--- src/design/cmrs_pkg.sv ---
// Shared types, constants and the base complement function for the match run splitter.
package cmrs_pkg;

  localparam int unsigned PosBitsDefault = 32;
  localparam int unsigned QueueDepth = 4;
  localparam int unsigned BaseW = 8;
  localparam int unsigned FieldW = 32;

  localparam logic KindEq = 1'b0;
  localparam logic KindX = 1'b1;

  localparam logic [FieldW-1:0] LenMax = '1;

  typedef struct packed {
    logic              kind;
    logic [FieldW-1:0] length;
    logic [FieldW-1:0] ref_offset;
    logic [FieldW-1:0] query_offset;
    logic              is_last;
  } run_t;

  function automatic logic [BaseW-1:0] dna_complement(input logic [BaseW-1:0] c);
    logic [BaseW-1:0] r;
    unique case (c)
      8'h41:   r = 8'h54;
      8'h54:   r = 8'h41;
      8'h43:   r = 8'h47;
      8'h47:   r = 8'h43;
      8'h61:   r = 8'h74;
      8'h74:   r = 8'h61;
      8'h63:   r = 8'h67;
      8'h67:   r = 8'h63;
      default: r = c;
    endcase
    return r;
  endfunction

endpackage

--- src/design/cigar_match_run_splitter_core.sv ---
// Top level of the match run splitter: run tracking and the result queue.
//
// Usage: one aligned column is offered per beat on the input channel
// (in_valid_i / in_stall_o) with its reference base, query base, first and
// last marks and, on the first column, the starting offsets. Each beat
// produces zero, one or two run beats on the output channel (out_valid_o /
// out_stall_i): a run closed by a change of kind, then the final run when
// op_last_i is set. The reversed register is written through cfg_we_i and
// cfg_data_i; the user must write it only while the block is idle, which
// the block itself does not enforce. A column is folded into the run state
// in the cycle it is accepted, and its runs are written into the result
// queue that feeds the output. The block takes one column per cycle; a
// column that closes two runs pushes two queue entries, and the four-entry
// result queue absorbs that, so the input stalls only when fewer than two
// queue entries are free. Reset clears the run state, the queue pointers and
// count and the reversed register. While the receiver stalls, the head run
// holds and the queue fills until the input stalls in turn.
module cigar_match_run_splitter_core #(
  parameter int unsigned PosBits = cmrs_pkg::PosBitsDefault
) (
  input  logic                        clk_i,
  input  logic                        rst_ni,
  input  logic                        cfg_we_i,
  input  logic                        cfg_data_i,
  input  logic                        in_valid_i,
  output logic                        in_stall_o,
  input  logic [cmrs_pkg::BaseW-1:0]  ref_base_i,
  input  logic [cmrs_pkg::BaseW-1:0]  query_base_i,
  input  logic                        op_first_i,
  input  logic                        op_last_i,
  input  logic [cmrs_pkg::FieldW-1:0] start_ref_offset_i,
  input  logic [cmrs_pkg::FieldW-1:0] start_query_offset_i,
  output logic                        out_valid_o,
  input  logic                        out_stall_i,
  output logic                        run_kind_o,
  output logic [cmrs_pkg::FieldW-1:0] run_length_o,
  output logic [cmrs_pkg::FieldW-1:0] run_ref_offset_o,
  output logic [cmrs_pkg::FieldW-1:0] run_query_offset_o,
  output logic                        run_is_last_o
);
  import cmrs_pkg::*;

  localparam int unsigned OffW = (PosBits < FieldW) ? PosBits : FieldW;
  localparam int unsigned PtrW = $clog2(QueueDepth);
  localparam int unsigned CntW = $clog2(QueueDepth + 1);
  localparam logic [CntW-1:0] AcceptLimit = CntW'(QueueDepth - 2);

  logic                reversed_q;
  logic                kind_q, kind_d;
  logic [FieldW-1:0]   len_q, len_d;
  logic [OffW-1:0]     ref_off_q, ref_off_d;
  logic [OffW-1:0]     qry_off_q, qry_off_d;

  run_t                queue_q [QueueDepth];
  logic [PtrW-1:0]     wr_ptr_q, wr_ptr_d;
  logic [PtrW-1:0]     rd_ptr_q, rd_ptr_d;
  logic [CntW-1:0]     count_q, count_d;

  logic                in_accept;
  logic                out_accept;
  logic [BaseW-1:0]    qbase_eff;
  logic                col_kind;
  logic                push_a, push_b;
  run_t                res_a, res_b;
  logic                mid_kind;
  logic [FieldW-1:0]   mid_len;
  logic [OffW-1:0]     mid_ref, mid_qry;
  logic [PtrW-1:0]     wr_ptr_b;

  assign in_stall_o = (count_q > AcceptLimit);
  assign in_accept  = in_valid_i && !in_stall_o;
  assign out_valid_o = (count_q != '0);
  assign out_accept = out_valid_o && !out_stall_i;

  assign qbase_eff = reversed_q ? dna_complement(query_base_i) : query_base_i;
  assign col_kind  = (ref_base_i == qbase_eff) ? KindEq : KindX;

  always_comb begin
    push_a   = 1'b0;
    res_a    = '0;
    mid_kind = kind_q;
    mid_len  = len_q;
    mid_ref  = ref_off_q;
    mid_qry  = qry_off_q;
    priority if (op_first_i) begin
      mid_kind = col_kind;
      mid_len  = FieldW'(1);
      mid_ref  = start_ref_offset_i[OffW-1:0];
      mid_qry  = start_query_offset_i[OffW-1:0];
    end else if (len_q == '0) begin
      mid_kind = col_kind;
      mid_len  = FieldW'(1);
    end else if (col_kind == kind_q) begin
      if (len_q != LenMax) begin
        mid_len = len_q + FieldW'(1);
      end
    end else begin
      push_a             = 1'b1;
      res_a.kind         = kind_q;
      res_a.length       = len_q;
      res_a.ref_offset   = FieldW'(ref_off_q);
      res_a.query_offset = FieldW'(qry_off_q);
      res_a.is_last      = 1'b0;
      mid_kind           = col_kind;
      mid_len            = FieldW'(1);
      mid_ref            = ref_off_q + len_q[OffW-1:0];
      mid_qry            = reversed_q ? (qry_off_q - len_q[OffW-1:0])
                                      : (qry_off_q + len_q[OffW-1:0]);
    end
  end

  always_comb begin
    push_b             = op_last_i;
    res_b.kind         = mid_kind;
    res_b.length       = mid_len;
    res_b.ref_offset   = FieldW'(mid_ref);
    res_b.query_offset = FieldW'(mid_qry);
    res_b.is_last      = 1'b1;
    kind_d             = mid_kind;
    len_d              = mid_len;
    ref_off_d          = mid_ref;
    qry_off_d          = mid_qry;
    if (op_last_i) begin
      len_d     = '0;
      ref_off_d = mid_ref + mid_len[OffW-1:0];
      qry_off_d = reversed_q ? (mid_qry - mid_len[OffW-1:0])
                             : (mid_qry + mid_len[OffW-1:0]);
    end
  end

  assign wr_ptr_b = push_a ? (wr_ptr_q + PtrW'(1)) : wr_ptr_q;

  always_comb begin
    wr_ptr_d = wr_ptr_q;
    rd_ptr_d = rd_ptr_q;
    count_d  = count_q;
    if (in_accept) begin
      wr_ptr_d = wr_ptr_q + PtrW'(push_a) + PtrW'(push_b);
      count_d  = count_d + CntW'(push_a) + CntW'(push_b);
    end
    if (out_accept) begin
      rd_ptr_d = rd_ptr_q + PtrW'(1);
      count_d  = count_d - CntW'(1);
    end
  end

  always_ff @(posedge clk_i or negedge rst_ni) begin
    if (!rst_ni) begin
      reversed_q <= 1'b0;
      kind_q     <= KindEq;
      len_q      <= '0;
      ref_off_q  <= '0;
      qry_off_q  <= '0;
      wr_ptr_q   <= '0;
      rd_ptr_q   <= '0;
      count_q    <= '0;
    end else begin
      if (cfg_we_i) begin
        reversed_q <= cfg_data_i;
      end
      if (in_accept) begin
        kind_q    <= kind_d;
        len_q     <= len_d;
        ref_off_q <= ref_off_d;
        qry_off_q <= qry_off_d;
      end
      wr_ptr_q <= wr_ptr_d;
      rd_ptr_q <= rd_ptr_d;
      count_q  <= count_d;
    end
  end

  always_ff @(posedge clk_i) begin
    if (in_accept && push_a) begin
      queue_q[wr_ptr_q] <= res_a;
    end
    if (in_accept && push_b) begin
      queue_q[wr_ptr_b] <= res_b;
    end
  end

  assign run_kind_o         = queue_q[rd_ptr_q].kind;
  assign run_length_o       = queue_q[rd_ptr_q].length;
  assign run_ref_offset_o   = queue_q[rd_ptr_q].ref_offset;
  assign run_query_offset_o = queue_q[rd_ptr_q].query_offset;
  assign run_is_last_o      = queue_q[rd_ptr_q].is_last;

  // The queue never holds more runs than it has entries.
  assert property (@(posedge clk_i) disable iff (!rst_ni)
    count_q <= CntW'(QueueDepth))
    else $error("result queue overflow");

  // A last column always leaves a run waiting on the output.
  assert property (@(posedge clk_i) disable iff (!rst_ni)
    in_accept && op_last_i |=> out_valid_o)
    else $error("final run missing after last column");

  // A last column closes the open run.
  assert property (@(posedge clk_i) disable iff (!rst_ni)
    in_accept && op_last_i |=> len_q == '0)
    else $error("run left open after last column");

  // A first column that is not also last opens a run of one column.
  assert property (@(posedge clk_i) disable iff (!rst_ni)
    in_accept && op_first_i && !op_last_i |=> len_q == FieldW'(1))
    else $error("first column did not start a fresh run");

  // Runs held on a stalled output are not dropped.
  assert property (@(posedge clk_i) disable iff (!rst_ni)
    out_valid_o && out_stall_i && !in_accept |=> count_q == $past(count_q))
    else $error("queued run lost under stall");

endmodule
--- config.mk ---
export PLATFORM = sky130hd
export DESIGN_NAME = cigar_match_run_splitter_core
export DESIGN_NICKNAME = d
export VERILOG_FILES = /design/src/design/cmrs_pkg.sv /design/src/design/cigar_match_run_splitter_core.sv
export SDC_FILE = /design/constraint.sdc
export NUM_CORES = 1
export LEC_CHECK = 0
export BUFFER_PORTS_ARGS = -buffer_cell sky130_fd_sc_hd__buf_4
export CELL_PAD_IN_SITES_DETAIL_PLACEMENT = 0
export CELL_PAD_IN_SITES_GLOBAL_PLACEMENT = 2
export CORE_MARGIN = 2
export CORE_UTILIZATION = 30
export CTS_CLUSTER_SIZE = 8
export DETAILED_ROUTE_END_ITERATION = 7
export HOLD_SLACK_MARGIN = 0.1
export PLACE_DENSITY_LB_ADDON = 0.1
export SLEW_MARGIN = 25
export SYNTH_ARGS = -nofsm -noshare
export SYNTH_HDL_FRONTEND = slang
export SYNTH_SLANG_ARGS = --single-unit
--- constraint.sdc ---
create_clock -name clk_i -period 8.7 [get_ports clk_i]
set_input_delay 0.87 -clock clk_i [delete_from_list [all_inputs] [get_ports clk_i]]
set_output_delay 0.87 -clock clk_i [all_outputs]
set_load 0.02 [all_outputs]
# After elaboration in Yosys (flattened, before gate mapping)
# Memories as Yosys holds them, arrays and structs flattened.
# Cells that the tools add are included.
# W data, S select, Z words.
# classes
n_addsub,14
n_lt_le_gt_ge,1
eq_ne,11
n_mux,34
n_reduce_logical,8
# op_table
op,n
$mux W32,15
$mux W98,3
$add A32 B32 Y32,4
$eq A8 B7 Y1 const B,8
$pmux W8 S8,1
$sub A32 B32 Y32,2
$add A32 B1 Y32 const B,1
$logic_not A32 Y1,1
$ne A32 B32 Y1 const B,1
$mux W1,11
$eq A8 B8 Y1,1
$mux W8,1
$add A3 B1 Y3,2
$mux W3,2
$add A2 B1 Y2,2
$add A2 B1 Y2 const B,2
$logic_and A1 B1 Y1,4
$gt A3 B2 Y1 const B,1
$reduce_bool A3 Y1,1
$sub A3 B1 Y3 const B,1
$logic_not A1 Y1,2
$mux W2,1
$eq A1 B1 Y1,1
# totals
ramBits,392
register_bits,105
input_bits,88
memories,1
output_inout_bits,100
wordCells,77
# memory_table
memory,words,word_bits,read_ports,rd_clocked_by_memory_dff,write_ports,line,rtl
queue_q,4,98,1,0,2,cigar_match_run_splitter_core.sv:54,run_t queue_q [QueueDepth];

# Longest topological paths before layout
# logic_depth
ltp_word,14
ltp_mapped,33
depth_no_buf,32

# Worst setup path before layout
# OpenSTA, ideal clock, no wires.
# synth_path
kind,input-to-reg
startpoint,input query_base_i[3] (netlist name)
endpoint,register ref_off_q[30]
setup_time_ps,126
arrival_time_ps,6864
n_path_buf,2
path_stages,29
t_required_ps,8574
setup_slack_ps,1710
cell_sequence,nor2_1 -> nand3_1 -> or3_1 -> a21oi_1 -> nor2_1 -> xnor2_1 -> nand4_1 -> ha_1 -> or2_2 -> clkbuf_1 -> clkbuf_1 -> nand2_1 -> a21oi_1 -> a21oi_1 -> inv_1 -> ha_1 -> fa_1 -> a21o_1 -> a21oi_1 -> o21a_1 -> nor3_1 -> a211o_1 -> a221o_1 -> a2111oi_4 -> o2111ai_1 -> a221o_1 -> a21o_1 -> xor2_1 -> a221o_1
# synth_via
elab_chain_len,11
word_cells_on_any_way,21
cone_classes,1 x add/sub; 10 x eq/ne; 10 x mux
# synth_lines
item,line,rtl
"start, declared",cigar_match_run_splitter_core.sv:28,"input logic [cmrs_pkg::BaseW-1:0] query_base_i,"
$eq A8 B7 Y1,cmrs_pkg.sv:24,unique case (c)
$pmux W8 S8,cmrs_pkg.sv:24,
$mux W8 (*),cigar_match_run_splitter_core.sv:75,assign qbase_eff = reversed_q ? dna_complement(query_base_i) : query_base_i;
$eq A8 B8 Y1 (*),cigar_match_run_splitter_core.sv:76,assign col_kind = (ref_base_i == qbase_eff) ? KindEq : KindX;
$mux W1 (*),cigar_match_run_splitter_core.sv:76,
$eq A1 B1 Y1 (*),cigar_match_run_splitter_core.sv:93,end else if (col_kind == kind_q) begin
$mux W32,cigar_match_run_splitter_core.sv:93,
$mux W32,cigar_match_run_splitter_core.sv:90,end else if (len_q == '0) begin
$mux W32,cigar_match_run_splitter_core.sv:85,priority if (op_first_i) begin
$add A32 B32 Y32,cigar_match_run_splitter_core.sv:125,ref_off_d = mid_ref + mid_len[OffW-1:0];
$mux W32 (*),cigar_match_run_splitter_core.sv:123,if (op_last_i) begin
"end signal, assigned",cigar_match_run_splitter_core.sv:164,ref_off_q <= ref_off_d;
"end, declared",cigar_match_run_splitter_core.sv:51,"logic [OffW-1:0] ref_off_q, ref_off_d;"
# Mark *: on every way between the ends. The rest lies on a longest branch, timed or not.
# A chain may end at the register's enable or synchronous reset.

# Final worst setup path
# layout_path
startpoint,register len_q[10]
endpoint,register qry_off_q[31]
# layout_via
elab_chain_len,8
word_cells_on_any_way,17
cone_classes,5 x add/sub; 1 x eq/ne; 10 x mux; 1 x reduce/logical
# layout_lines
item,line,rtl
"start, declared",cigar_match_run_splitter_core.sv:50,"logic [FieldW-1:0] len_q, len_d;"
"start signal, assigned",cigar_match_run_splitter_core.sv:163,len_q <= len_d;
"$add A32 B32 Y32, or another cell as far along",cigar_match_run_splitter_core.sv:108,: (qry_off_q + len_q[OffW-1:0]);
$mux W32 (on tied branches),"cigar_match_run_splitter_core.sv:107, cigar_match_run_splitter_core.sv:94",
$mux W32,cigar_match_run_splitter_core.sv:93,
$mux W32,cigar_match_run_splitter_core.sv:90,
$mux W32,cigar_match_run_splitter_core.sv:85,
$add A32 B32 Y32 / $sub A32 B32 Y32 (equally long branches),"cigar_match_run_splitter_core.sv:127, cigar_match_run_splitter_core.sv:126",
$mux W32,cigar_match_run_splitter_core.sv:126,qry_off_d = reversed_q ? (mid_qry - mid_len[OffW-1:0])
$mux W32 (*),cigar_match_run_splitter_core.sv:123,
"end signal, assigned",cigar_match_run_splitter_core.sv:165,qry_off_q <= qry_off_d;
"end, declared",cigar_match_run_splitter_core.sv:52,"logic [OffW-1:0] qry_off_q, qry_off_d;"
# Marked as above.

==> reports/metrics.yaml <==
status:
  status: "completed"
finish:
  drive_gt1_share_pct: 15.5
  final_cells: 5236
  fillCellCount: 11500
  syn_to_final_growth_pct: 16.6
  post-route-util_pct: 35.2
  nets: 3904
yosys:
  synth_top_area_share_pct: 34.4
  synth.distinct_cells: 98
  seq_area_frac_synth_pct: 42.4
  synthArstFlopShare_pct: 21.1
  synth_xor_area_share_pct: 4.70
  synthMuxAreaShare_pct: 7.72
  synth_area_leaders: "edfxtp_1, o21ai_0, dfrtp_1"
  synthAdderAreaFrac_pct: 5.45
  syn-num-nets: 3779
  synth_edf_count: 388
  yosysWarnings: 0
  syn_area_per_cell_um2: 9.55
  syn_inst: 3547
  synth.most_common_cell: "o21ai_0"
  synthFlopType: "edfxtp_1"
  synthTopCellsByCount: "o21ai_0, nand3_1, edfxtp_1, nand2_1, a21oi_1"
  ys_ff_latch: 497
  synth_top_family_by_area: "compound AO/OA/AOI/OAI gates"
  netlist_area_um2: 33900
  synthSimpleGateAreaFrac_pct: 16.2
  synth_compound_area_share_pct: 18.6
  yosysTopAreaCell: "edfxtp_1"
worst_setup_path:
  cp_slowest_cell: "nor4_1"
  rr_startpoint: "len_q[10]"
  regToRegSetupSlack_ns: 0.71
  endpoint_kind: "register"
  cp.required_ns: 9.28
  crit_family: "simple AND/OR/NAND/NOR gates"
  crit_end: "qry_off_q[31]"
  critPathKind: "reg -> reg"
  cpPeakStageDelay_ns: 0.90
  path_max_fanout: 6
  reg2reg_depth: 33
  worstReg2RegEnd: "qry_off_q[31]"
  crit_path_start_kind: "register"
  crit_cells: 33
  critPathBufInv: 4
  cp-startpoint: "len_q[10]"
  critical_path_arrival_ns: 8.57
pwr:
  share_clk_of_total_power_pct: 22.1
  switching_share_pct: 44.4
  combPwrFrac_pct: 51.1
  seqPwrFrac_pct: 26.8
  vdd_drop_max_v: 0.000156
  cellLeakagePower_uw: 0.0151
  internal_power_uw: 7030
  p_per_area_nw_per_um2: 320
  p_sw_uw: 5600
place:
  post-place-cells: 5095
  portBuffers: 187
  hpwlAfterDp_mm: 106
  gp_congestion: 0.929
clocking:
  cts_sinks: 497
  clk_path_buf_depth: 3
  cts.clk_slew.worst_paths_ns: 0.05
  cts_tree: "done"
  cts_setup_buffers: 0
  insertion_delay_ns: 0.67
  h-tree-depth: 3
  cts_root_buffer: "clkbuf_16"
  cts_buffers: 74
detailed_routing:
  wl_met2_mm: 70.0
  drt_first_pass_iters: 5
  route.vias.total: 29800
  wl_per_cell_um: 28.6
  drtIter0Drc: 2675
  highest_layer: "met4"
  wirelength_mm: 150
  wl_met1_mm: 67.2
  route.met3.wl_mm: 8.52
  drc_errors: 0
  viasPerCell: 5.69
  drt.antenna.violating_nets: 0
sta:
  slew_headroom_pct: 28.0
  clock.fmax_ghz: 0.125
  layout_min_cycle_time_ns: 7.99
  setup_viol: 0
  worst_pin_slew_ns: 1.07
  finalHoldViolCount: 0
  clock_skew_ns: 0.0415
  slew_violations: 0
  fin_tns_setup_ns: 0
  rsz0062_at_grt: "no"
  min_period_over_period_pct: 91.9
  hold_ws_ns: 0.447
die:
  coreArea_um2: 112000
  start_util_pct: 30.2
  io_pins: 188
  die_w_um: 340
  die-area_um2: 116000
  fp-row-count: 123
  dieHeight_um: 340
global_routing:
  grt_pass1_wl_mm: 214
  grt_max_degree: 116
  grt-ovfl-total: 0
  antenna_found_initial: 11
  grt_pass1_vias: 29300
  grt.total_usage_pct: 25.4
hold_path:
  hp-class: "reg -> reg"
run:
  maxCapViolCount: 0
power by group through the flow:
stage	logic (uW)	registers (uW)	clock network, uW
after floorplan	4360	3220	0
after global placement	6500	3420	0
after detailed placement	6470	3440	0
after CTS	6510	3390	2860
after global routing	7050	3440	2950
final	6450	3390	2790
tightest hold or removal path, delay by kind of cell, from the launching register on:
family	cells	cell delay (ns)
flip-flops	1	0.31
AND/OR/NAND/NOR	2	0.09
sequential cells by signal (all words and copies together) (netlist names):
signal and cells:
qry_off_q 32, kind_q 1, count_q 3, queue_q 392
ref_off_q 32, rd_ptr_q 2, len_q 32, wr_ptr_q 2
reversed_q 1
layout make-up:
class	instances	area, um^2	area share (%)
Multi-Input combinational cell	2633	18000	45.5
Tap cell	1500	1880	4.75
Clock buffer	127	2090	5.29
Timing Repair Buffer	316	2540	6.43
Clock inverter	10	91.3	0.231
Sequential cell	497	14400	36.4
Antenna cell	3	7.51	0.0190
Inverter	150	563	1.42
per-layer routing:
layer  track usage (%)  vias up
met4              6.69        0
met2              41.3     1106
met1              35.6    15000
met3              3.30      171
li1                  -    13500
met5                 0        -
what timing repair did:
action,4_1_cts,5_1_grt
resized for setup,0,0
hold endpoints to repair,9,0
hold buffers,1,0
kinds of logic (layout without fill, tap and decap cells):
family | Yosys count | count (layout)
AND/OR/NAND/NOR | 1109 | 1109
AO/OA/AOI/OAI | 1063 | 1063
flip-flops | 497 | 497
buffers and inverters | 417 | 603
XOR/XNOR | 182 | 182
adder cells (fa/ha/maj) | 144 | 144
multiplexers | 135 | 135
other | 0 | 3
worst min-delay path by stage:
stage,cells after the start,slack [ns],startpoint,to
global route,2,0.44,cfg_data_i,reversed_q
CTS,2,0.42,cfg_data_i,reversed_q
global placement,2,0.43,queue_q[3][0],queue_q[3][0]
detailed placement,2,0.44,queue_q[3][0],queue_q[3][0]
floorplan,2,0.42,queue_q[2][0],queue_q[2][0]
finish,2,0.45,queue_q[3][0],queue_q[3][0]
placed cells by master (no fill, tap or decap), types with 75 or more instances in the layout:
cell type,count
dfrtp_1,102
o21ai_0,541
edfxtp_1,388
clkbuf_16,75
nand2_1,240
a21oi_1,191
xnor2_1,128
inv_1,148
mux4_2,98
ha_1,138
nor2_1,170
nand3_1,428
buf_4,301
through the flow:
step	setup slack [ns]	total power, uW	instance area (um^2)
floorplan	1.71	7590	33900
global placement	0.348	9920	37300
detailed placement	0.687	9910	37300
CTS	0.766	12800	39500
global route	0.266	13400	39500
finish	0.706	12600	39500
(Power assumes the default switching activity.)
